### config.mk
export PLATFORM = sky130hd
export DESIGN_NAME = awdv_cordic_stage
export DESIGN_NICKNAME = d
export VERILOG_FILES = /design/src/hdl/angle_wrap_direction_vector_assert.svh /design/src/hdl/awdv_pkg.sv /design/src/hdl/awdv_cordic_stage.sv
export SDC_FILE = /design/constraint.sdc
export NUM_CORES = 1
export LEC_CHECK = 0
export BUFFER_PORTS_ARGS = -buffer_cell sky130_fd_sc_hd__buf_2
export CORE_MARGIN = 5
export CORE_UTILIZATION = 35
export DETAILED_ROUTE_END_ITERATION = 8
export PLACE_DENSITY = 0.6
export SYNTH_ARGS = -nofsm -noshare
export SYNTH_HDL_FRONTEND = slang
export SYNTH_SLANG_ARGS = --single-unit
### constraint.sdc
create_clock -name clock -period 18.2 [get_ports clock]
set_input_delay 1.82 -clock clock [delete_from_list [all_inputs] [get_ports clock]]
set_output_delay 1.82 -clock clock [all_outputs]
set_load 0.01 [all_outputs]
### src/hdl/angle_wrap_direction_vector_assert.svh
// Assertion macros for the angle wrap and direction vector block.
// Expects signals named clock and reset in the including module.
`ifndef ANGLE_WRAP_DIRECTION_VECTOR_ASSERT_SVH
`define ANGLE_WRAP_DIRECTION_VECTOR_ASSERT_SVH

// Same-cycle implication, masked while reset is high.
`define AWDV_ASSERT_SAME(lbl, ante, cons, msg) \
   lbl: assert property (@(posedge clock) disable iff (reset) (ante) |-> (cons)) \
      else $error(msg);

// Next-cycle implication, active during reset as well.
`define AWDV_ASSERT_NEXT(lbl, ante, cons, msg) \
   lbl: assert property (@(posedge clock) (ante) |=> (cons)) else $error(msg);

`endif

### src/hdl/awdv_pkg.sv
// Shared types, constants and CORDIC helpers for the angle wrap block.
// No dependencies; every module imports this package.
package awdv_pkg;

   localparam int IN_W    = 18;
   localparam int OUT_W   = 16;
   localparam int X_W     = 33;   // CORDIC x and y, Q30 with headroom
   localparam int Z_W     = 34;   // CORDIC residual angle, Q30
   localparam int PROD_W  = 66;   // Q60 products
   localparam int RND_W   = 67;   // rounding word
   localparam int MAX_STAGES = 24;

   localparam longint TWO_PI_Q32  = 64'sd26986075409;
   localparam longint HALF_PI_Q30 = 64'sd1686629713;

   localparam logic [Z_W-1:0] HALF_PI_1 = Z_W'(HALF_PI_Q30);
   localparam logic [Z_W-1:0] HALF_PI_2 = Z_W'(2 * HALF_PI_Q30);
   localparam logic [Z_W-1:0] HALF_PI_3 = Z_W'(3 * HALF_PI_Q30);

   // Start value: inverse gain of an unbounded CORDIC, Q30
   localparam logic signed [X_W-1:0] GAIN_Q30 = 33'sd652032874;

   // atan(2^-i) in Q30, truncated
   localparam logic [31:0] ATAN_Q30 [MAX_STAGES] = '{
      32'h3243F6A8, 32'h1DAC6705, 32'h0FADBAFC, 32'h07F56EA6, 32'h03FEAB76,
      32'h01FFD55B, 32'h00FFFAAA, 32'h007FFF55, 32'h003FFFEA, 32'h001FFFFD,
      32'h000FFFFF, 32'h0007FFFF, 32'h0003FFFF, 32'h0001FFFF, 32'h0000FFFF,
      32'h00007FFF, 32'h00003FFF, 32'h00001FFF, 32'h00000FFF, 32'h000007FF,
      32'h000003FF, 32'h000001FF, 32'h000000FF, 32'h0000007F
   };

   typedef logic signed [X_W-1:0] cval_type;
   typedef logic signed [Z_W-1:0] zval_type;

   typedef enum logic [1:0] {
      QUAD_FIRST  = 2'd0,
      QUAD_SECOND = 2'd1,
      QUAD_THIRD  = 2'd2,
      QUAD_FOURTH = 2'd3
   } quad_type;

   typedef struct packed {
      cval_type x;
      cval_type y;
      zval_type z;
   } cordic_type;

   // Per-transaction control and passenger data along the pipeline
   typedef struct packed {
      logic             valid;
      logic             flag;
      quad_type         yaw_quad;
      quad_type         pitch_quad;
      logic [OUT_W-1:0] yaw;
      logic [OUT_W-1:0] pitch;
      logic [OUT_W-1:0] roll;
   } meta_type;

   // Full turn at the given number of fraction bits, rounded
   function automatic longint awdv_two_pi(input int afb);
      return (TWO_PI_Q32 + (longint'(1) <<< (31 - afb))) >>> (32 - afb);
   endfunction

   // One CORDIC rotation toward zero residual angle
   function automatic cordic_type cordic_rotate(input cordic_type c, input int stage);
      cval_type   x;
      cval_type   y;
      zval_type   z;
      cval_type   dx;
      cval_type   dy;
      zval_type   da;
      cordic_type r;
      x  = c.x;
      y  = c.y;
      z  = c.z;
      dx = y >>> stage;
      dy = x >>> stage;
      da = zval_type'(ATAN_Q30[stage]);
      if (z[Z_W-1] == 1'b0) begin
         r.x = x - dx;
         r.y = y + dy;
         r.z = z - da;
      end else begin
         r.x = x + dx;
         r.y = y - dy;
         r.z = z + da;
      end
      return r;
   endfunction

endpackage

### src/hdl/awdv_cordic_stage.sv
// One registered CORDIC iteration, applied to yaw and pitch side by side.
// Depends on awdv_pkg for the rotation and the arctangent table.
module awdv_cordic_stage import awdv_pkg::*; #(
   parameter int STAGE = 0
) (
   input  logic       clock,
   input  logic       reset,
   input  logic       advance,
   input  meta_type   meta_in,
   input  cordic_type yaw_in,
   input  cordic_type pitch_in,
   output meta_type   meta_out,
   output cordic_type yaw_out,
   output cordic_type pitch_out
);

   meta_type   meta_ff;
   cordic_type yaw_ff;
   cordic_type yaw_rot_in;
   cordic_type pitch_ff;
   cordic_type pitch_rot_in;

   // Rotate both vectors by this stage's step
   always_comb begin
      yaw_rot_in   = cordic_rotate(yaw_in, STAGE);
      pitch_rot_in = cordic_rotate(pitch_in, STAGE);
   end

   // Advance with the pipeline, hold on stall
   always_ff @(posedge clock) begin
      if (reset) begin
         meta_ff.valid <= 1'b0;
      end else if (advance) begin
         meta_ff  <= meta_in;
         yaw_ff   <= yaw_rot_in;
         pitch_ff <= pitch_rot_in;
      end
   end

   assign meta_out  = meta_ff;
   assign yaw_out   = yaw_ff;
   assign pitch_out = pitch_ff;

endmodule

==> flow_metrics.py <==
metrics = {
    "floorplan": {
        "row_count": 90,
        "design.core.area_um2": 60600,
        "die_width_um": 258,
        "fp.dieH_um": 258,
        "die-area_um2": 66500,
        "initial_core_util_pct": 35.5,
        "design.portCount": 511,
    },
    "drt": {
        "detailedRoute.firstIterationViolations": 1947,
        "drt_wl_total_mm": 77.9,
        "ant_nets": 0,
        "drc": 0,
        "overall_via_count_from_detail_route": 19984,
        "post_drt_via_cell_ratio": 5.54,
        "drt-wirelength-per-cell_um": 21.6,
        "drtPass1Iterations": 6,
    },
    "power_and_ir_drop": {
        "p_int_uw": 1360,
        "swShare_pct": 34.5,
        "p_seq_share_pct": 35.9,
        "cellLeakagePower_uw": 0.0113,
        "total_switching_power_uw": 719,
        "power.share.combinational_pct": 32.5,
        "vdd_ir_drop_max_uv": 67.3,
        "pwr-share-clk_pct": 31.6,
        "cellPowerDensity_nw_per_um2": 80.8,
    },
    "sta": {
        "finalSetupTns_ns": 0,
        "setup_violations_final": 0,
        "finalCritPeriodShare_pct": 28.3,
        "finalWorstPathRequiredPeriod_ns": 5.15,
        "slew_headroom_pct": 24.4,
        "final_max_slew_viol_count": 0,
        "finClkSkew_ns": 0,
        "timing.hold.ws_ns": 0.513,
        "grt_setup_unrepaired": "no",
        "tightest_slew_ns": 1.11,
        "max_clock_freq_ghz": 0.194,
        "hold_violations": 0,
    },
    "cells_and_area": {
        "register_area_um2": 7560,
        "final_cell_count_no_fill": 3606,
        "n_fill_cell": 6029,
        "areaGrowthSynthToFinish_pct": 19.9,
        "layout-drive-gt1-share_pct": 21.8,
        "multi_input_comb_area_um2": 12700,
        "final_nets": 3301,
    },
    "clock_network": {
        "cts_sinks": 252,
        "ctsRootBufferMaster": "sky130_fd_sc_hd__clkbuf_16",
        "cts_max_path_buffers": 3,
        "clock_latency_late_sink_ns": 0.61,
        "cts-resized-gates": 0,
        "clkSlewWorstSetupHoldPaths_ns": 0.06,
        "cts_setup_buffers": 0,
        "htree_num_levels": 1,
        "cts_tree": "built",
        "cts_hold_buf": 0,
        "cts_made_buffers": 31,
    },
    "yosys": {
        "synth_top_cells_by_area": "sky130_fd_sc_hd__edfxtp_1 35%, sky130_fd_sc_hd__ha_1 15%, sky130_fd_sc_hd__xnor2_1 6.0%, sky130_fd_sc_hd__a21oi_1 6.0%, sky130_fd_sc_hd__inv_1 3.7%",
        "synth-async-reset-ratio_pct": 0,
        "yosys.cell_count.top_type": "sky130_fd_sc_hd__a21oi_1",
        "netlist_top_cells_count": "256 x sky130_fd_sc_hd__a21oi_1, 251 x sky130_fd_sc_hd__edfxtp_1, 250 x sky130_fd_sc_hd__ha_1, 210 x sky130_fd_sc_hd__inv_1, 190 x sky130_fd_sc_hd__nor2_1",
        "post_synth.cell_area_avg_um2": 9.21,
        "synth-seq-cells": 252,
        "synth_edf_count": 251,
        "yosysSeqAreaShare_pct": 35.2,
        "synth-warning-count": 0,
        "synthDominantAreaCellType": "sky130_fd_sc_hd__edfxtp_1",
        "netlist.area_leader.share_pct": 35.1,
        "syn_nets": 2849,
        "ys_dominant_reg_cell": "sky130_fd_sc_hd__edfxtp_1",
        "synthCells": 2334,
        "yosys.cell_types.count": 88,
        "synth_area_um2": 21500,
    },
    "worst_setup_path": {
        "critical_path.slowest_cell": "sky130_fd_sc_hd__buf_4",
        "worstPathCellList": "buf_4 > clkinv_1 > ha_1 > a211oi_1 > nor2_1 > o41ai_1 > o221ai_1 > a2111oi_1 > o21ai_0 > a31o_2 > a21oi_1 > xnor2_1",
        "worstRegToRegCells": 2,
        "worst-path-stages": 12,
        "worstSetupEndpointType": "register",
        "worst-path-max-fanout": 67,
        "worst_ep_arrival_time_ns": 5.50,
        "critical-path-top-delay-family": "compound AO/OA/AOI/OAI gates",
        "crit_path_max_incr_delay_ns": 0.56,
        "buf_inv_on_cp": 2,
        "path_class": "in -> reg",
        "crit_required_ns": 18.55,
        "worst_setup_path_start_kind": "input port",
    },
    "worst_hold_path": {
        "holdCritPathClass": "reg -> reg",
        "hold-path-cell-count": 2,
    },
    "run": {
        "timing.max_cap.violations": 0,
    },
    "global_routing": {
        "grt_max_degree": 73,
        "grt.overflow.total": 0,
        "grt_antenna_before_repair": 19,
        "global_route_wire_length_before_repair_mm": 116,
        "track_usage_pct": 21.7,
        "first_global_vias": 19198,
    },
    "placed_design": {
        "post-place-cells": 3535,
        "hpwl_mm": 61.9,
        "gp_congestion": 0.931,
        "place.port_buffers": 510,
    },
    "outcome": {
        "outcome": "finished, final reports clean",
    },
}
cell families after synthesis:
kind of cell | after synthesis | synth area share (%)
simple gates | 532 | 12.1
buf+inv | 315 | 5.77
mux | 21 | 0.978
xor+xnor | 177 | 7.21
flops | 252 | 35.2
compound gates | 779 | 23.5
fa+ha+maj | 258 | 15.3
flip-flops by register name (all words and copies together) (netlist names):
name and flops:
meta_out 54, pitch_out 99, yaw_out 99
per-stage QoR:
| stage | setup WS (ns) | area, um2 | util, % | power [uW] |
|---|---|---|---|---|
| 6_report | 13.05 | 25800 | 42.5 | 2080 |
| 5_1_grt | 12.74 | 25800 | 42.5 | 2190 |
| 4_1_cts | 13.06 | 25700 | 42.5 | 2100 |
| 3_5_place_dp | 12.42 | 24700 | 40.7 | 1420 |
| 3_3_place_gp | 12.32 | 24700 | 40.7 | 1420 |
| 2_1_floorplan | 4.38 | 21500 | - | 1190 |
per-layer routing:
| metal | track usage (%) | vias to the layer above | share of wire [%] |
|---|---|---|---|
| met4 | 7.40 | 6 | 3.2 |
| li1 | - | 9392 | - |
| met1 | 28.9 | 9661 | 42 |
| met5 | 0 | - | 0.036 |
| met3 | 3.43 | 124 | 7.1 |
| met2 | 36.0 | 801 | 47 |
final timing paths:
| kind | startpoint | end | slack, ns |
|---|---|---|---|
| worst max-delay path | pitch_in[33] | pitch_out[32] | 13.05 |
| worst min-delay path | meta_out[53] | meta_out[53] | 0.51 |
| worst max register to register | meta_out[53] | meta_out[53] | 17.62 |
| worst min register to register | meta_out[53] | meta_out[53] | 0.51 |
placed cells by master, fill, tap and decap left out, drive strengths merged, types with 29 or more instances in the layout:
cell	Yosys	routed
ha	250	250
clkbuf	60	34
nor2b	29	29
edfxtp	251	251
xor2	29	29
inv	215	219
o21ai	154	154
a21o	72	72
a21oi	258	258
xnor2	148	148
o21bai	46	46
nor3	44	44
nand3	32	32
o21a	30	30
buf	39	518
nand2	89	89
nor2	190	190
worst min-delay path, stage by stage, from the launching register on:
cell and delay, ns:
sky130_fd_sc_hd__dfxtp_1 0.33, sky130_fd_sc_hd__mux2i_1 0.07, sky130_fd_sc_hd__nor2_1 0.08
power by group through the flow:
stage	logic, uW	clock network [uW]	registers, uW
after CTS	671	680	748
final	677	659	747
after global placement	664	0	758
after detailed placement	665	0	759
after global routing	732	704	752
after floorplan	399	0	795
area by class of cell:
cell class                      count  share of cell area, %
Tap cell                          782                   3.80
Clock buffer                       34                   3.13
Timing Repair Buffer              518                   10.1
Multi-Input combinational cell   1767                   49.3
Clock inverter                     24                   1.06
Inverter                          216                   3.15
Antenna cell                       13                  0.126
Sequential cell                   252                   29.3
Note: power is estimated with default switching activity, not from simulation.
